[src/rtl/tvb_pkg.sv]
// ----------------------------------------------------------------------------
// tvb_pkg
// Shared types, constants and the colour table of the tile video board block.
// ----------------------------------------------------------------------------
package tvb_pkg;

    localparam int PROGRAM_BYTES    = 16384;
    localparam int GRAPHICS_BYTES   = 4096;
    localparam int VISIBLE_LINES    = 208;
    localparam int CLOCKS_PER_FRAME = 45056;
    localparam int VRAM_BYTES       = 8192;
    localparam int QUEUE_DEPTH      = 2;

    localparam logic [2:0] CMD_READ  = 3'd0;
    localparam logic [2:0] CMD_WRITE = 3'd1;
    localparam logic [2:0] CMD_PIXEL = 3'd2;
    localparam logic [2:0] CMD_LOAD  = 3'd3;
    localparam logic [2:0] CMD_SETIN = 3'd4;

    localparam logic [1:0] REGION_PROGRAM = 2'd0;
    localparam logic [1:0] REGION_BG      = 2'd1;
    localparam logic [1:0] REGION_FG      = 2'd2;

    localparam logic [2:0] REG_DIP_BYTE = 3'd0;

    typedef enum logic [2:0] {
        K_NONE  = 3'd0,
        K_READ  = 3'd1,
        K_WRITE = 3'd2,
        K_PIXEL = 3'd3,
        K_LOAD  = 3'd4,
        K_SETIN = 3'd5
    } t_kind;

    typedef struct packed {
        t_kind       kind;
        logic [15:0] address;
        logic [7:0]  data;
        logic [15:0] beam_pos;
        logic [7:0]  pixel_x;
        logic [7:0]  pixel_y;
        logic [1:0]  rom_region;
    } t_item;

    typedef struct packed {
        logic clearing;
        logic take;
    } t_back_stat;

    typedef struct packed {
        logic [7:0]  read_data;
        logic        sound_valid;
        logic        sound_channel;
        logic [7:0]  sound_data;
        logic [23:0] pixel_rgb;
        logic [7:0]  screen_x;
        logic [7:0]  screen_y;
    } t_result;

    localparam logic [23:0] COLOR_TABLE [128] = '{
        24'h000000, 24'h0a07bd, 24'h9f1114, 24'hc8c8c8,
        24'h000000, 24'h2db8e0, 24'hd11eaa, 24'hedc63a,
        24'h000000, 24'hcdf040, 24'ha71bce, 24'hedc63a,
        24'h000000, 24'ha71bce, 24'h2ab5b6, 24'hd11eaa,
        24'h000000, 24'hf6f644, 24'h0a07bd, 24'hd5fbf9,
        24'h000000, 24'h2db8e0, 24'hd11eaa, 24'hcdf040,
        24'h000000, 24'h2db8e0, 24'hd11eaa, 24'hcdf040,
        24'h000000, 24'h2db8e0, 24'hd11eaa, 24'hcdf040,
        24'h000000, 24'h35e7bf, 24'h2db8e0, 24'h36e8e9,
        24'h000000, 24'hca1618, 24'hf6f644, 24'hffffff,
        24'h000000, 24'hca1618, 24'hf6f644, 24'hffffff,
        24'h000000, 24'hd31fd2, 24'hf4cdcf, 24'hf6f644,
        24'h000000, 24'hd31fd2, 24'hf4cdcf, 24'hf6f644,
        24'h000000, 24'hd31fd2, 24'hf4cdcf, 24'hf6f644,
        24'h000000, 24'hca1618, 24'hffffff, 24'hd31fd2,
        24'h000000, 24'h23ad24, 24'ha518a5, 24'hffffff,
        24'h000000, 24'h0a07bd, 24'h9f1114, 24'hc0c136,
        24'h000000, 24'h0a07bd, 24'hd11eaa, 24'hedc63a,
        24'h000000, 24'hcdf040, 24'ha71bce, 24'hedc63a,
        24'h000000, 24'ha71bce, 24'h2ab5b6, 24'hd11eaa,
        24'h000000, 24'hd11eaa, 24'h2db8e0, 24'hcdf040,
        24'h000000, 24'hd11eaa, 24'h2db8e0, 24'hcdf040,
        24'h000000, 24'hd11eaa, 24'h2db8e0, 24'hcdf040,
        24'h000000, 24'hd11eaa, 24'h2db8e0, 24'hcdf040,
        24'h000000, 24'h35e7bf, 24'h2db8e0, 24'hf6f644,
        24'h000000, 24'hca1618, 24'hf6f644, 24'hffffff,
        24'h000000, 24'hca1618, 24'hf6f644, 24'hffffff,
        24'h000000, 24'h2edf2d, 24'hf6f644, 24'hf5d0f5,
        24'h000000, 24'h2edf2d, 24'hf6f644, 24'hf5d0f5,
        24'h000000, 24'h2edf2d, 24'hf6f644, 24'hf5d0f5,
        24'h000000, 24'hd31fd2, 24'hffffff, 24'hf6f644,
        24'h000000, 24'h2edf2d, 24'ha518a5, 24'hffffff
    };

    function automatic logic [23:0] color_lookup(input logic [6:0] idx);
        return COLOR_TABLE[idx];
    endfunction

endpackage

[src/rtl/tvb_front.sv]
// ----------------------------------------------------------------------------
// tvb_front
// Accepts command items, classifies them and holds them in a short queue.
// ----------------------------------------------------------------------------
module tvb_front (
    input  logic               i_clk,
    input  logic               i_rst_n,
    input  logic               i_start,
    input  logic [2:0]         i_cmd,
    input  logic [15:0]        i_address,
    input  logic [7:0]         i_data,
    input  logic [15:0]        i_beam_pos,
    input  logic [7:0]         i_pixel_x,
    input  logic [7:0]         i_pixel_y,
    input  logic [1:0]         i_rom_region,
    input  tvb_pkg::t_back_stat i_stat,
    output logic               o_busy,
    output logic               o_valid,
    output tvb_pkg::t_item     o_item
);

    localparam int PW = $clog2(tvb_pkg::QUEUE_DEPTH);

    tvb_pkg::t_item r_queue [tvb_pkg::QUEUE_DEPTH];
    logic [PW-1:0]  r_wr_ptr, r_rd_ptr;
    logic [PW:0]    r_count;
    tvb_pkg::t_item w_item;
    logic           w_push, w_pop;

    always_comb begin
        w_item.address     = i_address;
        w_item.data        = i_data;
        w_item.beam_pos    = i_beam_pos;
        w_item.pixel_x     = i_pixel_x;
        w_item.pixel_y     = i_pixel_y;
        w_item.rom_region  = i_rom_region;
        case (i_cmd)
            tvb_pkg::CMD_READ:  w_item.kind = tvb_pkg::K_READ;
            tvb_pkg::CMD_WRITE: w_item.kind = tvb_pkg::K_WRITE;
            tvb_pkg::CMD_PIXEL: w_item.kind = tvb_pkg::K_PIXEL;
            tvb_pkg::CMD_LOAD:  w_item.kind = tvb_pkg::K_LOAD;
            tvb_pkg::CMD_SETIN: w_item.kind = tvb_pkg::K_SETIN;
            default:            w_item.kind = tvb_pkg::K_NONE;
        endcase
    end

    assign o_busy  = (r_count == (PW+1)'(tvb_pkg::QUEUE_DEPTH)) || i_stat.clearing;
    assign w_push  = i_start && !o_busy;
    assign w_pop   = i_stat.take;
    assign o_valid = (r_count != '0);
    assign o_item  = r_queue[r_rd_ptr];

    always_ff @(posedge i_clk) begin
        if (!i_rst_n) begin
            r_wr_ptr <= '0;
            r_rd_ptr <= '0;
            r_count  <= '0;
        end else begin
            if (w_push) begin
                r_wr_ptr <= r_wr_ptr + 1'b1;
            end
            if (w_pop) begin
                r_rd_ptr <= r_rd_ptr + 1'b1;
            end
            r_count <= r_count + (PW+1)'(w_push) - (PW+1)'(w_pop);
        end
    end

    always_ff @(posedge i_clk) begin
        if (w_push) begin
            r_queue[r_wr_ptr] <= w_item;
        end
    end

endmodule

[config.mk]
export PLATFORM = sky130hd
export DESIGN_NAME = tvb_front
export DESIGN_NICKNAME = d
export VERILOG_FILES = /design/src/rtl/tvb_pkg.sv /design/src/rtl/tvb_front.sv
export SDC_FILE = /design/constraint.sdc
export NUM_CORES = 1
export LEC_CHECK = 0
export BUFFER_PORTS_ARGS = -buffer_cell sky130_fd_sc_hd__buf_4
export CORE_UTILIZATION = 55
export CTS_BUF_LIST = sky130_fd_sc_hd__clkbuf_4 sky130_fd_sc_hd__clkbuf_8
export CTS_CLUSTER_SIZE = 14
export DETAILED_ROUTE_END_ITERATION = 8
export PLACE_DENSITY = 0.86
export SLEW_MARGIN = 10
export SYNTH_ARGS = -nofsm -noshare
export SYNTH_HDL_FRONTEND = slang
export SYNTH_SLANG_ARGS = --single-unit
[constraint.sdc]
create_clock -name i_clk -period 8.1 [get_ports i_clk]
set_input_delay 0.81 -clock i_clk [delete_from_list [all_inputs] [get_ports i_clk]]
set_output_delay 0.81 -clock i_clk [all_outputs]
set_load 0.1 [all_outputs]
* Yosys cells after proc, flatten, opt, wreduce, memory -nomap -nowiden
Memory sizes are Yosys's and may differ from the RTL's. A register that Yosys moved wholly into a read port is not among the register bits.
Index checks and enable logic that the tools add are counted.
** Word-level totals
- Memories :: 1
- Register bits after elaboration :: 4
- Input bits :: 66
- Word-level logic and storage cells :: 23
- RAM bits :: 122
- Output and inout bits :: 63
** Memory list
- r_queue :: words 2, bits a word 61, read ports 1, clocked after memory_dff 1, write ports 1, line tvb_front.sv:24 : tvb_pkg::t_item r_queue [tvb_pkg::QUEUE_DEPTH];
** Cells by class
- Equal/unequal tests :: 5
- Multiplexer cells :: 5
- Reduce and logical (&&, ||, !) cells :: 5
- Add/subtract/negate cells :: 4
** Operators with widths (count)
- 3-bit one-hot mux with 5 select lines :: 1
- 3-bit by 2-bit == test with 1-bit output, second input constant :: 2
- 1-bit 2-to-1 mux :: 4
- 3-bit by 1-bit == test with 1-bit output, second input constant :: 1
- 3-bit == test, second input constant :: 1
- 3-bit zero test :: 1
- 1-bit adder, second input constant :: 2
- 2-bit by 1-bit adder with 2-bit output :: 1
- 2-bit == test, second input constant :: 1
- 2-bit nonzero test :: 1
- 2-bit by 1-bit subtractor with 2-bit output :: 1
- 1-bit logical AND :: 1
- 1-bit zero test :: 1
- 1-bit logical OR :: 1

* Longest topological paths before layout
- Depth after elaboration :: 6
- Gate-level depth with buffers :: 8
- Depth with buffers taken out :: 8

* Least setup slack after synthesis
OpenSTA, ideal clock, no wires.
- Path kind :: input to register
- Start point :: input port i_stat[1] (netlist name)
- End point :: memory r_queue[0][0] (netlist name) (enable)
- Arrival time :: 3.610 ns
- Path slack :: 4.010 ns
- Required time :: 7.620 ns
- Cell stages on the path :: 2
- Cell sequence :: nand3b_1 -> nor2_1
** On the way
- Longest elaborated chain between the ends :: 5
** RTL lines
- from (decl) :: line tvb_front.sv:16 : input tvb_pkg::t_back_stat i_stat,
- 1-bit logical OR :: line tvb_front.sv:47 : assign o_busy = (r_count == (PW+1)'(tvb_pkg::QUEUE_DEPTH)) || i_stat.clearing;
- 1-bit zero test :: line tvb_front.sv:48 : assign w_push = i_start && !o_busy;
- 1-bit logical AND :: line tvb_front.sv:48
- 1-bit 2-to-1 mux :: line tvb_front.sv:70 : if (w_push) begin
- 1-bit 2-to-1 mux (implied by the code) :: line tvb_front.sv:71 : r_queue[r_wr_ptr] <= w_item;
- to (decl) :: line tvb_front.sv:24
No other way between the ends.

==> flow_metrics.env <==
export IMPL_status="complete, no violations"
export IMPL_clk_pin_slew_ns=0.07
export IMPL_synthArstFlopShare_pct=0
export IMPL_avgSynthCellArea_um2=22.4
export IMPL_fin_area_um2=6390
export IMPL_grt_start_max_net_pins=62
export IMPL_htree_levels=4
export IMPL_synth_ff_type="edfxtp_1"
export IMPL_clk_latency_ns=0.41
export IMPL_fp_row_count=34
export IMPL_cts_tree="done"
export IMPL_rr_endpoint="r_queue[0][31]"
export IMPL_cts_repair_resized=0
export IMPL_drtAntennaViolNets=0
export IMPL_grt_use_total_pct=17.3
export IMPL_tns_ns=0
export IMPL_finalNetCount=432
export IMPL_rr_worst_depth=4
export IMPL_rsz0062_at_grt="no"
export IMPL_synth_area_um2=4980
export IMPL_root_buffer="clkbuf_8"
export IMPL_n_antenna_cell=0
export IMPL_synth_common_cells="122 x edfxtp_1, 60 x mux2_4, 6 x buf_12, 5 x dfxtp_1"
export IMPL_die_w_um=97.1
export IMPL_rrSetupSlack_ns=5.75
export IMPL_grt_pass1_wl_um=12200
export IMPL_critPathRequiredTime_ns=7.29
export IMPL_fill_cells=532
export IMPL_syn_to_final_growth_pct=28.4
export IMPL_grt_pass1_vias=2435
export IMPL_vias=2411
export IMPL_arrival_ns=2.18
export IMPL_hold_ws_ns=0.522
export IMPL_leakagePower_nw=2.52
export IMPL_period_share_pct=36.9
export IMPL_clockBufferDepth=2
export IMPL_synth_most_common_cell="edfxtp_1"
export IMPL_routed_wl_um=7870
export IMPL_cts_made_buffers=17
export IMPL_setup_viol=0
export IMPL_relSlewSlack_pct=25.7
export IMPL_synth_cell_types=19
export IMPL_fp_coreArea_um2=8720
export IMPL_worst_pin_slew_ns=1.11
export IMPL_grt_antenna_before_repair=0
export IMPL_min_delay_start="r_wr_ptr"
export IMPL_drv_slew=0
export IMPL_postCtsSetupBuffers=0
export IMPL_globalplace_congestion=0.669
export IMPL_yosysSeqAreaShare_pct=75.6
export IMPL_fmax_ghz=0.335
export IMPL_dpl_cell_area_um2=5970
export IMPL_layout_drive_gt1_share_pct=60.2
export IMPL_gr_total_overflow=0
export IMPL_timing_rr_start="r_count[0]"
export IMPL_start_kind="flip-flop"
export IMPL_drt_initial_drc_count=86
export IMPL_dp_slack_ns=5.24
export IMPL_path_max_fanout=61
export IMPL_netlist_area_leader_share_pct=73.6
export IMPL_min_to="r_wr_ptr"
export IMPL_yosysTopAreaCell="edfxtp_1"
export IMPL_synth_seq_cells=127
export IMPL_hold_class="reg -> reg"
export IMPL_total_power_mw=1.78
export IMPL_synth_edf_count=122
export IMPL_critPathKind="reg -> out"
export IMPL_wl_per_cell_um=16.2
export IMPL_cts_hold_fix_buffers=0
export IMPL_via_per_inst=4.97
export IMPL_final_core_utilization_pct=73.2
export IMPL_synth_area_top_cells="edfxtp_1 74%, mux2_4 18%, buf_12 2.4%, dfxtp_1 2.0%, xnor2_1 0.53%"
export IMPL_die_y_um=97.1
export IMPL_dieArea_um2=9430
export IMPL_ioPinCount=129
export IMPL_initial_core_util_pct=57.1
export IMPL_powerDensity_nw_per_um2=279
export IMPL_crit_path_end_kind="output port"
export IMPL_min_period_ns=2.99
export IMPL_yosysWarnings=0
export IMPL_placed_cells=453
export IMPL_synth_net_count=290
export IMPL_synth_cells=222
export IMPL_instances_no_fill=485
export IMPL_hpwlAfterDp_um=5130
export IMPL_whs_path_depth=2
export IMPL_hold_viol=0
export IMPL_dr_pass1_iters=4
export IMPL_clock_sinks=127
export IMPL_drc=0
export IMPL_portBuffers=128
export IMPL_peakVddDrop_uv=190
export IMPL_cap_violations=0
export IMPL_skew_ns=0.00886
export IMPL_setup_slack_ns=5.11
-- sequential cells by signal, summed over array words and instances (netlist names), named ones only --
name,flops
r_wr_ptr,1
r_rd_ptr,1
r_queue,122
r_count,2
-- cells in the final DEF (no fill, tap or decap), types with 3 or more instances in the layout --
cell type	Yosys	layout
clkbuf_8	0	17
xnor2_1	3	3
mux2_4	60	60
clkinvlp_4	0	5
buf_4	0	130
edfxtp_1	122	122
and2_1	4	4
nand2_1	4	4
dfxtp_1	5	4
bufinv_16	0	3
-- power breakdown --
group / switching, mW / internal [mW]
Clock: 0.237 / 0.311
Sequential: 0.0269 / 0.763
Combinational: 0.319 / 0.127
Total: 0.583 / 1.20
-- kinds of logic (layout without fill, tap and decap cells) --
kind of cell / count (synthesis) / count (layout) / synth area share, %
DFF: 127 / 127 / 75.6
muxes: 62 / 62 / 18.5
and+or+nand+nor: 16 / 16 / 1.63
buffers and inverters: 9 / 164 / 2.79
xor gates and xnor gates: 4 / 4 / 0.704
adders and majority gates: 2 / 2 / 0.503
AOI/OAI and AO/OA: 2 / 2 / 0.201
-- final cells by class --
type / count / area (µm²) / share of cell area (%)
clock buffers: 19 / 249 / 3.90
clock inverters: 13 / 164 / 2.57
inverters: 2 / 7.51 / 0.118
multi-input cells: 86 / 1090 / 17.0
flip-flops and latches: 127 / 3770 / 59.0
well taps: 108 / 135 / 2.12
repair buffers: 130 / 976 / 15.3
-- layer usage --
layer	vias to the layer above	GRT usage [%]	wire (µm)
met5	-	0	0
met4	0	7.58	89
met3	9	5.76	462
met2	84	27.8	3980
met1	1172	21.6	3340
li1	1146	-	-
-- worst max-delay path by stage --
| stage | start | cells past startpoint | end |
|---|---|---|---|
| floorplan | i_stat[1] | 2 | r_queue[0][0] |
| global placement | i_stat[1] | 4 | r_queue[1][38] |
| detailed placement | i_stat[1] | 4 | r_queue[1][38] |
| CTS | flip-flop | 2 | o_item[60] |
| global route | flip-flop | 2 | o_item[60] |
| finish | flip-flop | 2 | o_item[60] |
-- critical path, cell delays in order, from the launching register on --
cell,delay [ns]
dfxtp_4,1.10
mux2_2,0.43
buf_4,0.23
Power figures use the tool's default switching activity.
